[src/rtl/core/dlr_pkg.sv]
// Shared types and constants for the deque with lazy reverse.
package dlr_pkg;

	localparam int DEPTH_DEF = 64;
	localparam int VAL_W = 16;
	localparam int CMD_W = 3;
	localparam int KIND_W = 2;

	typedef enum logic [CMD_W-1:0] {
		CMD_CLEAR   = 3'd0,
		CMD_PUSH    = 3'd1,
		CMD_REVERSE = 3'd2,
		CMD_DELETE  = 3'd3,
		CMD_FINISH  = 3'd4
	} cmd_t;

	typedef enum logic [KIND_W-1:0] {
		KIND_ELEM  = 2'd0,
		KIND_ERROR = 2'd1,
		KIND_EMPTY = 2'd2
	} kind_t;

	typedef enum logic {
		ST_IDLE  = 1'b0,
		ST_DRAIN = 1'b1
	} state_t;

	// controller to datapath
	typedef struct packed {
		logic apply;   // execute the request on the input port
		logic issue;   // read the next drain element
	} dlr_cmd_t;

	// datapath to controller
	typedef struct packed {
		logic s1_free;
		logic empty;
		logic failed;
		logic last_idx;
	} dlr_stat_t;

endpackage

[src/rtl/core/deque_with_lazy_reverse.sv]
// Top level of the deque with lazy reverse: controller plus datapath.
//
// Input channel (in_valid/in_ready, cmd, value) takes one request per cycle:
// clear, push, reverse, delete front, finish. Clear, push, reverse and a
// good delete produce no result and finish in the cycle they are accepted.
// Output channel (out_valid/out_ready) carries results: kind, value_res,
// overflow_seen and last, which marks the final result of one request.
// A delete on an empty queue emits one error and ignores everything but
// clear afterwards. A finish on an empty queue emits one empty marker.
// A finish on N values drains them in logical order, one per cycle when
// out_ready stays high, through the store's registered read port, a read
// stage and the output register; input is held off until the last read is
// issued. The first read is issued once the finish is accepted; an error or
// empty marker is loaded into the read stage when its request is accepted.
// When the receiver stalls, the read stage and output register fill and then
// in_ready drops; no result is lost. Reset empties the queue, clears the
// reverse, failed and overflow flags; store contents stay undefined.
module deque_with_lazy_reverse
	import dlr_pkg::*;
#(
	parameter int DEPTH = DEPTH_DEF
) (
	input  logic              clk,
	input  logic              arst_n,
	input  logic              in_valid,
	output logic              in_ready,
	input  logic [CMD_W-1:0]  cmd,
	input  logic [VAL_W-1:0]  value,
	output logic              out_valid,
	input  logic              out_ready,
	output logic [KIND_W-1:0] kind,
	output logic [VAL_W-1:0]  value_res,
	output logic              overflow_seen,
	output logic              last
);

	dlr_cmd_t  ctl;
	dlr_stat_t stat;

	// Sequence requests and the drain.
	dlr_ctrl u_ctrl (
		.clk      (clk),
		.arst_n   (arst_n),
		.in_valid (in_valid),
		.cmd      (cmd),
		.in_ready (in_ready),
		.stat     (stat),
		.ctl      (ctl)
	);

	// Hold the ring store, pointers, flags and the result path.
	dlr_dp #(
		.DEPTH (DEPTH)
	) u_dp (
		.clk           (clk),
		.arst_n        (arst_n),
		.ctl           (ctl),
		.stat          (stat),
		.cmd           (cmd),
		.value         (value),
		.out_valid     (out_valid),
		.out_ready     (out_ready),
		.kind          (kind),
		.value_res     (value_res),
		.overflow_seen (overflow_seen),
		.last          (last)
	);

endmodule

[src/rtl/core/dlr_ctrl.sv]
// Controller state machine: request acceptance and drain sequencing.
module dlr_ctrl
	import dlr_pkg::*;
(
	input  logic             clk,
	input  logic             arst_n,
	input  logic             in_valid,
	input  logic [CMD_W-1:0] cmd,
	output logic             in_ready,
	input  dlr_stat_t        stat,
	output dlr_cmd_t         ctl
);

	state_t state_q, state_d;
	logic   accept;
	logic   start_drain;

	assign accept = in_valid && in_ready;
	assign start_drain = accept && (cmd == CMD_FINISH) && !stat.failed && !stat.empty;

	always_comb begin
		state_d = state_q;
		unique case (state_q)
			ST_IDLE: begin
				if (start_drain)
					state_d = ST_DRAIN;
			end
			ST_DRAIN: begin
				if (stat.s1_free && stat.last_idx)
					state_d = ST_IDLE;
			end
			default: state_d = ST_IDLE;
		endcase
	end

	always_comb begin
		in_ready  = 1'b0;
		ctl.apply = 1'b0;
		ctl.issue = 1'b0;
		unique case (state_q)
			ST_IDLE: begin
				in_ready  = stat.s1_free;
				ctl.apply = in_valid && stat.s1_free;
			end
			ST_DRAIN: begin
				ctl.issue = stat.s1_free;
			end
			default: ;
		endcase
	end

	always_ff @(posedge clk or negedge arst_n) begin
		if (!arst_n)
			state_q <= ST_IDLE;
		else
			state_q <= state_d;
	end

endmodule

[src/rtl/core/dlr_dp.sv]
// Datapath: ring store, pointers, flags, read stage and output register.
module dlr_dp
	import dlr_pkg::*;
#(
	parameter int DEPTH = DEPTH_DEF
) (
	input  logic              clk,
	input  logic              arst_n,
	input  dlr_cmd_t          ctl,
	output dlr_stat_t         stat,
	input  logic [CMD_W-1:0]  cmd,
	input  logic [VAL_W-1:0]  value,
	output logic              out_valid,
	input  logic              out_ready,
	output logic [KIND_W-1:0] kind,
	output logic [VAL_W-1:0]  value_res,
	output logic              overflow_seen,
	output logic              last
);

	localparam int AW = (DEPTH > 1) ? $clog2(DEPTH) : 1;
	localparam int CW = $clog2(DEPTH + 1);
	localparam logic [AW:0]   DEPTH_A = (AW + 1)'(DEPTH);
	localparam logic [AW-1:0] TOP_A   = AW'(DEPTH - 1);
	localparam logic [CW-1:0] DEPTH_C = CW'(DEPTH);
	localparam logic [CW-1:0] ONE_C   = CW'(1);

	logic [VAL_W-1:0] mem [DEPTH];

	logic [AW-1:0] head_q;
	logic [CW-1:0] count_q;
	logic [CW-1:0] idx_q;
	logic          rev_q, failed_q, ovf_q;

	logic          s1_valid_q;
	kind_t         s1_kind_q;
	logic          s1_last_q, s1_mem_q, s1_ovf_q;
	logic [VAL_W-1:0] rd_data_q;

	logic          out_valid_q;
	kind_t         out_kind_q;
	logic [VAL_W-1:0] out_value_q;
	logic          out_ovf_q, out_last_q;

	logic          out_load, s1_free;
	logic          full, empty;
	logic [AW-1:0] head_inc, head_dec, tail, wr_addr, rd_addr;
	logic [AW:0]   tail_sum, rd_sum;
	logic [CW-1:0] off;
	logic          push_ok, emit_err, emit_empty, last_idx;
	cmd_t          op;

	assign op    = cmd_t'(cmd);
	assign full  = (count_q == DEPTH_C);
	assign empty = (count_q == '0);

	assign head_inc = (head_q == TOP_A) ? '0 : head_q + AW'(1);
	assign head_dec = (head_q == '0) ? TOP_A : head_q - AW'(1);

	// Physical tail: head plus count, wrapped once.
	assign tail_sum = {1'b0, head_q} + {1'b0, count_q[AW-1:0]};
	assign tail     = (tail_sum >= DEPTH_A) ? AW'(tail_sum - DEPTH_A) : tail_sum[AW-1:0];
	assign wr_addr  = rev_q ? head_dec : tail;

	// Drain offset runs backward from the physical back when reversed.
	assign off     = rev_q ? (count_q - ONE_C - idx_q) : idx_q;
	assign rd_sum  = {1'b0, head_q} + {1'b0, off[AW-1:0]};
	assign rd_addr = (rd_sum >= DEPTH_A) ? AW'(rd_sum - DEPTH_A) : rd_sum[AW-1:0];
	assign last_idx = (idx_q == count_q - ONE_C);

	assign push_ok    = ctl.apply && !failed_q && (op == CMD_PUSH) && !full;
	assign emit_err   = ctl.apply && !failed_q && (op == CMD_DELETE) && empty;
	assign emit_empty = ctl.apply && !failed_q && (op == CMD_FINISH) && empty;

	assign out_load = s1_valid_q && (!out_valid_q || out_ready);
	assign s1_free  = !s1_valid_q || out_load;

	assign stat.s1_free  = s1_free;
	assign stat.empty    = empty;
	assign stat.failed   = failed_q;
	assign stat.last_idx = last_idx;

	always_ff @(posedge clk) begin
		if (push_ok)
			mem[wr_addr] <= value;
		if (ctl.issue)
			rd_data_q <= mem[rd_addr];
	end

	always_ff @(posedge clk or negedge arst_n) begin
		if (!arst_n) begin
			head_q   <= '0;
			count_q  <= '0;
			idx_q    <= '0;
			rev_q    <= 1'b0;
			failed_q <= 1'b0;
			ovf_q    <= 1'b0;
		end else if (ctl.apply) begin
			if (op == CMD_CLEAR) begin
				head_q   <= '0;
				count_q  <= '0;
				rev_q    <= 1'b0;
				failed_q <= 1'b0;
				ovf_q    <= 1'b0;
			end else if (!failed_q) begin
				unique case (op)
					CMD_PUSH: begin
						if (full) begin
							ovf_q <= 1'b1;
						end else begin
							if (rev_q)
								head_q <= head_dec;
							count_q <= count_q + ONE_C;
						end
					end
					CMD_REVERSE: rev_q <= !rev_q;
					CMD_DELETE: begin
						if (empty) begin
							failed_q <= 1'b1;
						end else begin
							if (!rev_q)
								head_q <= head_inc;
							count_q <= count_q - ONE_C;
						end
					end
					CMD_FINISH: idx_q <= '0;
					default: ;
				endcase
			end
		end else if (ctl.issue) begin
			idx_q <= idx_q + ONE_C;
			if (last_idx)
				count_q <= '0;
		end
	end

	// Read stage control and output register valid.
	always_ff @(posedge clk or negedge arst_n) begin
		if (!arst_n) begin
			s1_valid_q  <= 1'b0;
			out_valid_q <= 1'b0;
		end else begin
			if (ctl.issue || emit_err || emit_empty)
				s1_valid_q <= 1'b1;
			else if (out_load)
				s1_valid_q <= 1'b0;
			if (out_load)
				out_valid_q <= 1'b1;
			else if (out_ready)
				out_valid_q <= 1'b0;
		end
	end

	// Result payload; no reset needed.
	always_ff @(posedge clk) begin
		if (ctl.issue) begin
			s1_kind_q <= KIND_ELEM;
			s1_last_q <= last_idx;
			s1_mem_q  <= 1'b1;
			s1_ovf_q  <= ovf_q;
		end else if (emit_err || emit_empty) begin
			s1_kind_q <= emit_err ? KIND_ERROR : KIND_EMPTY;
			s1_last_q <= 1'b1;
			s1_mem_q  <= 1'b0;
			s1_ovf_q  <= ovf_q;
		end
		if (out_load) begin
			out_kind_q  <= s1_kind_q;
			out_value_q <= s1_mem_q ? rd_data_q : '0;
			out_ovf_q   <= s1_ovf_q;
			out_last_q  <= s1_last_q;
		end
	end

	assign out_valid     = out_valid_q;
	assign kind          = out_kind_q;
	assign value_res     = out_value_q;
	assign overflow_seen = out_ovf_q;
	assign last          = out_last_q;

endmodule

[config.mk]
export PLATFORM = sky130hd
export DESIGN_NAME = deque_with_lazy_reverse
export DESIGN_NICKNAME = d
export VERILOG_FILES = /design/src/rtl/core/dlr_pkg.sv /design/src/rtl/core/deque_with_lazy_reverse.sv /design/src/rtl/core/dlr_ctrl.sv /design/src/rtl/core/dlr_dp.sv
export SDC_FILE = /design/constraint.sdc
export NUM_CORES = 1
export LEC_CHECK = 0
export BUFFER_PORTS_ARGS = -buffer_cell sky130_fd_sc_hd__buf_2
export CELL_PAD_IN_SITES_DETAIL_PLACEMENT = 2
export CELL_PAD_IN_SITES_GLOBAL_PLACEMENT = 2
export CORE_MARGIN = 4
export CORE_UTILIZATION = 46
export CTS_CLUSTER_DIAMETER = 200
export DETAILED_ROUTE_END_ITERATION = 10
export HOLD_SLACK_MARGIN = 0.1
export PLACE_DENSITY_LB_ADDON = 0.08
export SLEW_MARGIN = 20
export SYNTH_ARGS = -nofsm -noshare
export SYNTH_HDL_FRONTEND = slang
export SYNTH_HIERARCHICAL = 1
export SYNTH_SLANG_ARGS = --single-unit
[constraint.sdc]
create_clock -name clk -period 4.5 [get_ports clk]
set_clock_uncertainty 0.2 [all_clocks]
set_input_delay 0.675 -clock clk [delete_from_list [all_inputs] [get_ports clk]]
set_output_delay 0.675 -clock clk [all_outputs]
set_load 0.1 [all_outputs]
Yosys cells after proc, flatten, opt, wreduce, memory -nomap -nowiden
Memories as Yosys holds them, arrays and structs flattened. A register that Yosys moved wholly into a read port is not among the register bits.
Index checks and enable logic that the tools add are counted.
{ "op_classes": {"reduce_logical": 42, "eq_ne": 19, "magnitude_cmp": 2, "add_sub_neg": 10, "mux": 54, "bitwise": 1} }
{ "op_table": {"columns": ["cell", "count"], "rows": [
  ["7-bit two-way mux", 12],
  ["6-bit two-way mux", 12],
  ["1-bit two-way mux", 26],
  ["6-bit by 1-bit subtractor with 6-bit output, second input constant", 3],
  ["2-bit nonzero test", 8],
  ["6-bit by 6-bit adder with 7-bit output", 2],
  ["7-bit by 1-bit adder with 7-bit output, second input constant", 2],
  ["7-bit >= comparator, second input constant", 2],
  ["1-bit logical AND", 14],
  ["7-bit one-hot mux with 2 select lines", 1],
  ["3-bit != test, second input constant", 4],
  ["4-bit != test, second input constant", 3],
  ["6-bit one-hot mux with 2 select lines", 1],
  ["2-bit != test, second input constant", 4],
  ["4-bit AND reduction", 2],
  ["7-bit == test", 1],
  ["7-bit == test, second input constant", 1],
  ["7-bit zero test", 1],
  ["7-bit AND reduction", 1],
  ["7-bit by 1-bit subtractor with 7-bit output, second input constant", 1],
  ["6-bit by 1-bit adder with 6-bit output, second input constant", 1],
  ["3-bit by 2-bit == test with 1-bit output, second input constant", 2],
  ["6-bit == test, second input constant", 1],
  ["1-bit zero test", 6],
  ["13 further kinds", 17]
]} }
{ "word_totals": {"word_cells": 146, "ramBits": 1024, "n_memories": 1, "reg_bits": 51} }
{ "memory_table": {"columns": ["name", "depth", "width", "rd", "rd_ports_with_merged_regs", "wr", "line_no", "text"], "rows": [
  ["u_dp.mem", 64, 16, 1, 1, 1, "dlr_dp.sv:28", "logic [VAL_W-1:0] mem [DEPTH];"]
]} }

Longest topological paths before layout
{ "depth": {"word_depth": 12, "ltp_mapped": 17} }

Cells and area by module
Netlist, hierarchy kept.
{ "by_module_without_submodules": {"columns": ["module", "n_inst", "seq_area_each_um2", "cells_each", "area_per_inst_um2"], "rows": [
  ["dlr_dp", 1, 32576.2, 1958, 43661.9],
  ["dlr_ctrl", 1, 25.0, 8, 82.6]
]} }

Worst setup path before layout
OpenSTA, ideal clock, no wires.
{ "synth_timing": {"path_type": "reg2reg", "start": "reg u_dp.rev_q", "end": "reg u_dp.rd_data_q[3], read port of u_dp.mem (data pin)", "t_arrival_ns": 3.988, "setup_slack_ns": 0.025, "setup_time_ns": 0.287, "required_ns": 4.013, "synth_period_minus_slack_ns": 4.475, "path_stages_with_launch": 14, "path_cell_list": "dfrtp_1 > buf_1 > clkbuf_8 > clkbuf_1 > clkbuf_1 > a21oi_1 > ha_1 > clkbuf_1 > clkbuf_1 > buf_1 > mux4_2 > mux4_1 > mux2i_1 > mux2i_1"} }
{ "synth_via": {"elab_chain_cells": 4, "word_cells_on_any_way": 5} }
{ "synth_rtl": {"columns": ["element", "line_no", "text"], "rows": [
  ["start, declared", "dlr_dp.sv:33", "logic rev_q, failed_q, ovf_q;"],
  ["start signal, assigned", "dlr_dp.sv:116", "CMD_REVERSE: rev_q <= !rev_q;"],
  ["6-bit two-way mux *", "dlr_dp.sv:66", "assign off = rev_q ? (count_q - ONE_C - idx_q) : idx_q;"],
  ["6-bit by 6-bit adder with 7-bit output *", "dlr_dp.sv:67", "assign rd_sum = {1'b0, head_q} + {1'b0, off[AW-1:0]};"],
  ["6-bit by 1-bit subtractor with 6-bit output or 7-bit >= comparator (tied branches)", "dlr_dp.sv:68", "assign rd_addr = (rd_sum >= DEPTH_A) ? AW'(rd_sum - DEPTH_A) : rd_sum[AW-1:0];"],
  ["6-bit two-way mux *", "dlr_dp.sv:68", null],
  ["end, declared", "dlr_dp.sv:38", "logic [VAL_W-1:0] rd_data_q;"]
]} }
Mark *: on every way between the ends. The rest lies on a longest branch, timed or not.
A chain may end at the register's enable or synchronous reset.

Final worst setup path
{ "layout_timing": {"start": "reg u_dp.count_q[1]", "end": "reg u_dp.rd_data_q[8], read port of u_dp.mem (data pin)"} }
{ "layout_via": {"elab_chain_cells": 6, "word_cells_on_any_way": 7} }
{ "layout_rtl": {"columns": ["element", "line_no", "text"], "rows": [
  ["start, declared", "dlr_dp.sv:31", "logic [CW-1:0] count_q;"],
  ["start signal, assigned", "dlr_dp.sv:113", "count_q <= count_q + ONE_C;"],
  ["start signal, assigned", "dlr_dp.sv:123", "count_q <= count_q - ONE_C;"],
  ["7-bit by 1-bit subtractor with 7-bit output *", "dlr_dp.sv:66", null],
  ["6-bit subtractor *", "dlr_dp.sv:66", null],
  ["6-bit two-way mux *", "dlr_dp.sv:66", null],
  ["6-bit by 6-bit adder with 7-bit output *", "dlr_dp.sv:67", null],
  ["6-bit by 1-bit subtractor with 6-bit output or 7-bit >= comparator (tied branches)", "dlr_dp.sv:68", null],
  ["6-bit two-way mux *", "dlr_dp.sv:68", null]
]} }
Marked as above.

==> out/qor.yml <==
outcome: "finished with violations"
violations: "negative setup slack"
rsz0062_at_grt: "true"
io_buffers: 44
path_cells: "inv_2, ha_4, inv_2, fa_1, nand2_1, o21ai_2, fa_4, buf_12, buf_16, buf_8, buf_8, mux4_2, mux4_2, mux2i_4, mux2i_1"
grt_pass1_vias: 24700
syn_inst: 1966
syn_nets: 2014
dieArea_um2: 100000
cts_buffer_depth: 3
netlist_area_um2: 43700
synthDistinctLibCells: 70
syn2layout_area_growth_pct: 20.2
io_pins: 45
multi_input_area_um2: 10900
crit_fanout: 8
fmax_mhz: 216
hold_class: "primary input to flip-flop"
drive_above_1_share: 0.349
period_minus_slack_ns: 4.63
drtAntennaViolNets: 0
fin_crit_sh: 1.03
antenna_cells: 0
use_met1: 0.398
final_nets: 2345
cts.sink_count: 1091
hpwl_um: 79500
worstMarginPinSlew_ns: 0.910
grt_max_degree: 65
antenna_found_initial: 14
grt_overflow: 0
fin_tns_setup_ns: -1.39
use_met2: 0.506
cp-end-kind: "flip-flop"
seq_area_frac_synth: 0.745
final_hold_viol_count: 0
die_h_um: 316
route.detailed.wl_per_inst_um: 40.4
cp_slowest_cell: "fa_4"
n_fill_cell: 7720
worstSetupPathType: "flip-flop to flip-flop"
yosys_warnings: 6
setup_viol: 16
synth_flop_cell: "edfxtp_1"
worst_skew_pair.late_latency_ns: 0.70
slowest_delay_ns: 0.81
grt_use_met3: 0.0444
row_count: 112
tritoncts: "built"
drc: 0
grt_most_used_layer: "met2"
drv_slew: 0
drt-initial-drc-count: 3143
async_flop_share: 0.0238
ctsRootBufferMaster: "clkbuf_16"
firstDrtPassIters: 5
synth-seq-cells: 1091
maxCapViolations: 0
path_clk_slew_ns: 0.07
required_ns: 4.74
die_x_um: 316
drt-vias-per-instance: 6.42
core_um2: 93900
syn_area_per_cell_um2: 22.3
h-tree-depth: 3
startpoint_type: "flip-flop"
cts_buffers: 115
cp.arrival_ns: 4.87
finalWorstSetupSlack_ns: -0.135
drt_wl_total_um: 148000
grt_util_all_layers: 0.296
place.gp.congestion: 0.764
start_util: 0.466
grt_pass1_wl_um: 205000
synth_enable_flop_cells: 1062
vias: 23500
register_area_um2: 32600
relSlewSlack: 0.393
path summary, 6_finish.rpt:
check | start | endpoint | slack [ns] | depth (start not counted)
setup / recovery | u_dp/count_q[1] | u_dp/rd_data_q[8] | -0.13 | 15
hold / removal | cmd[2] | u_dp/ovf_q | 0.21 | 4
setup reg to reg | u_dp/count_q[1] | u_dp/rd_data_q[8] | -0.13 | 15
hold reg to reg | u_dp/s1_last_q | u_dp/last | 0.22 | 0
max in group asynchronous | arst_n | u_dp/s1_valid_q | 3.28 | 2
min in group asynchronous | arst_n | u_dp/count_q[2] | 0.36 | 2
stage by stage:
step | util | hold slack [ns] | area, um2 | instances | setup slack (ns)
2_1_floorplan | - | 0.179 | 43700 | 1966 | 0.0252
3_3_place_gp | 0.507 | 0.203 | 47600 | 3370 | -0.780
3_5_place_dp | 0.507 | 0.207 | 47600 | 3370 | -0.836
4_1_cts | 0.556 | 0.166 | 52200 | 3640 | -0.0927
5_1_grt | 0.560 | 0.209 | 52600 | 3653 | -0.247
6_report | 0.560 | 0.208 | 52600 | 3653 | -0.135
critical path, delay by kind of cell (launching register included):
kind	cells	cell delay (ns)
AOI/OAI and AO/OA	1	0.08
adders and majority gates	3	1.53
buffers and inverters	6	0.75
DFF	1	0.42
muxes	4	1.29
and+or+nand+nor	1	0.08
state kept, by name, indices dropped and copies added (netlist names), 2 cells and up:
| name | cells |
|---|---|
| u_dp/kind | 2 |
| u_dp/count_q | 7 |
| u_dp/head_q | 6 |
| u_dp/idx_q | 7 |
| u_dp/rd_data_q | 16 |
| u_dp/mem | 1024 |
| u_dp/value_res | 16 |
| u_dp/s1_kind_q | 2 |
cell families after synthesis:
group           after synthesis  share of synthesized area
flops                      1091                      0.745
mux                         371                      0.187
simple gates                246                     0.0267
buf+inv                     108                     0.0124
compound gates               96                     0.0148
xor+xnor                     29                    0.00632
fa+ha+maj                    25                    0.00767
cell usage after synthesis, types with 21 or more instances:
cell	n	area share
ha_1	22	0.0063
dfrtp_1	26	0.015
mux2i_1	49	0.011
nand2_1	45	0.0039
buf_1	21	0.0018
a21oi_1	22	0.0025
clkbuf_1	53	0.0045
mux4_1	121	0.073
edfxtp_1	1062	0.73
nor2_1	108	0.0093
o21ai_0	23	0.0026
mux4_2	199	0.10
final cells by class:
class                           instances  share of cell area
Timing Repair Buffer                  308              0.0701
Sequential cell                      1091               0.620
Tap cell                             1254              0.0298
Clock inverter                         80              0.0140
Inverter                               14            0.000999
Clock buffer                          139              0.0576
Multi-Input combinational cell        767               0.208
layer usage:
metal | wire length (um) | share of wire | vias up
li1 | - | - | 9008
met5 | 40 | 0.00027 | -
met3 | 10500 | 0.071 | 257
met4 | 4870 | 0.033 | 6
met2 | 75200 | 0.51 | 1246
met1 | 56900 | 0.39 | 12900
layout by cell type, fill, tap and decap left out, drive strengths merged, types with 4 or more instances in the layout:
| cell type | count |
|---|---|
| or3 | 5 |
| clkinv | 59 |
| mux4 | 320 |
| ha | 22 |
| a21oi | 23 |
| and2 | 21 |
| xnor2 | 20 |
| dfrtp | 26 |
| mux2i | 49 |
| buf | 302 |
| o21ai | 33 |
| nand2b | 9 |
| o31ai | 5 |
| xor2 | 9 |
| edfxtp | 1062 |
| nor3 | 10 |
| inv | 19 |
| a21o | 11 |
| bufinv | 13 |
| nor2b | 6 |
| nand2 | 45 |
| clkbuf | 141 |
| nand3 | 16 |
| nor2 | 108 |
| nand3b | 4 |
| nand4 | 5 |
| and3 | 7 |
what timing repair did:
item,CTS,global route
cloned,8,3
pin swaps,7,6
hold buffers,3,0
setup buffers,41,10
resized for setup,129,22
endpoints found under the hold margin,28,0
setup endpoints to repair,16,16
Power is left out: the tool's default activity adds up to more than one toggle a clock period on the data nets, which glitch-free logic cannot reach.
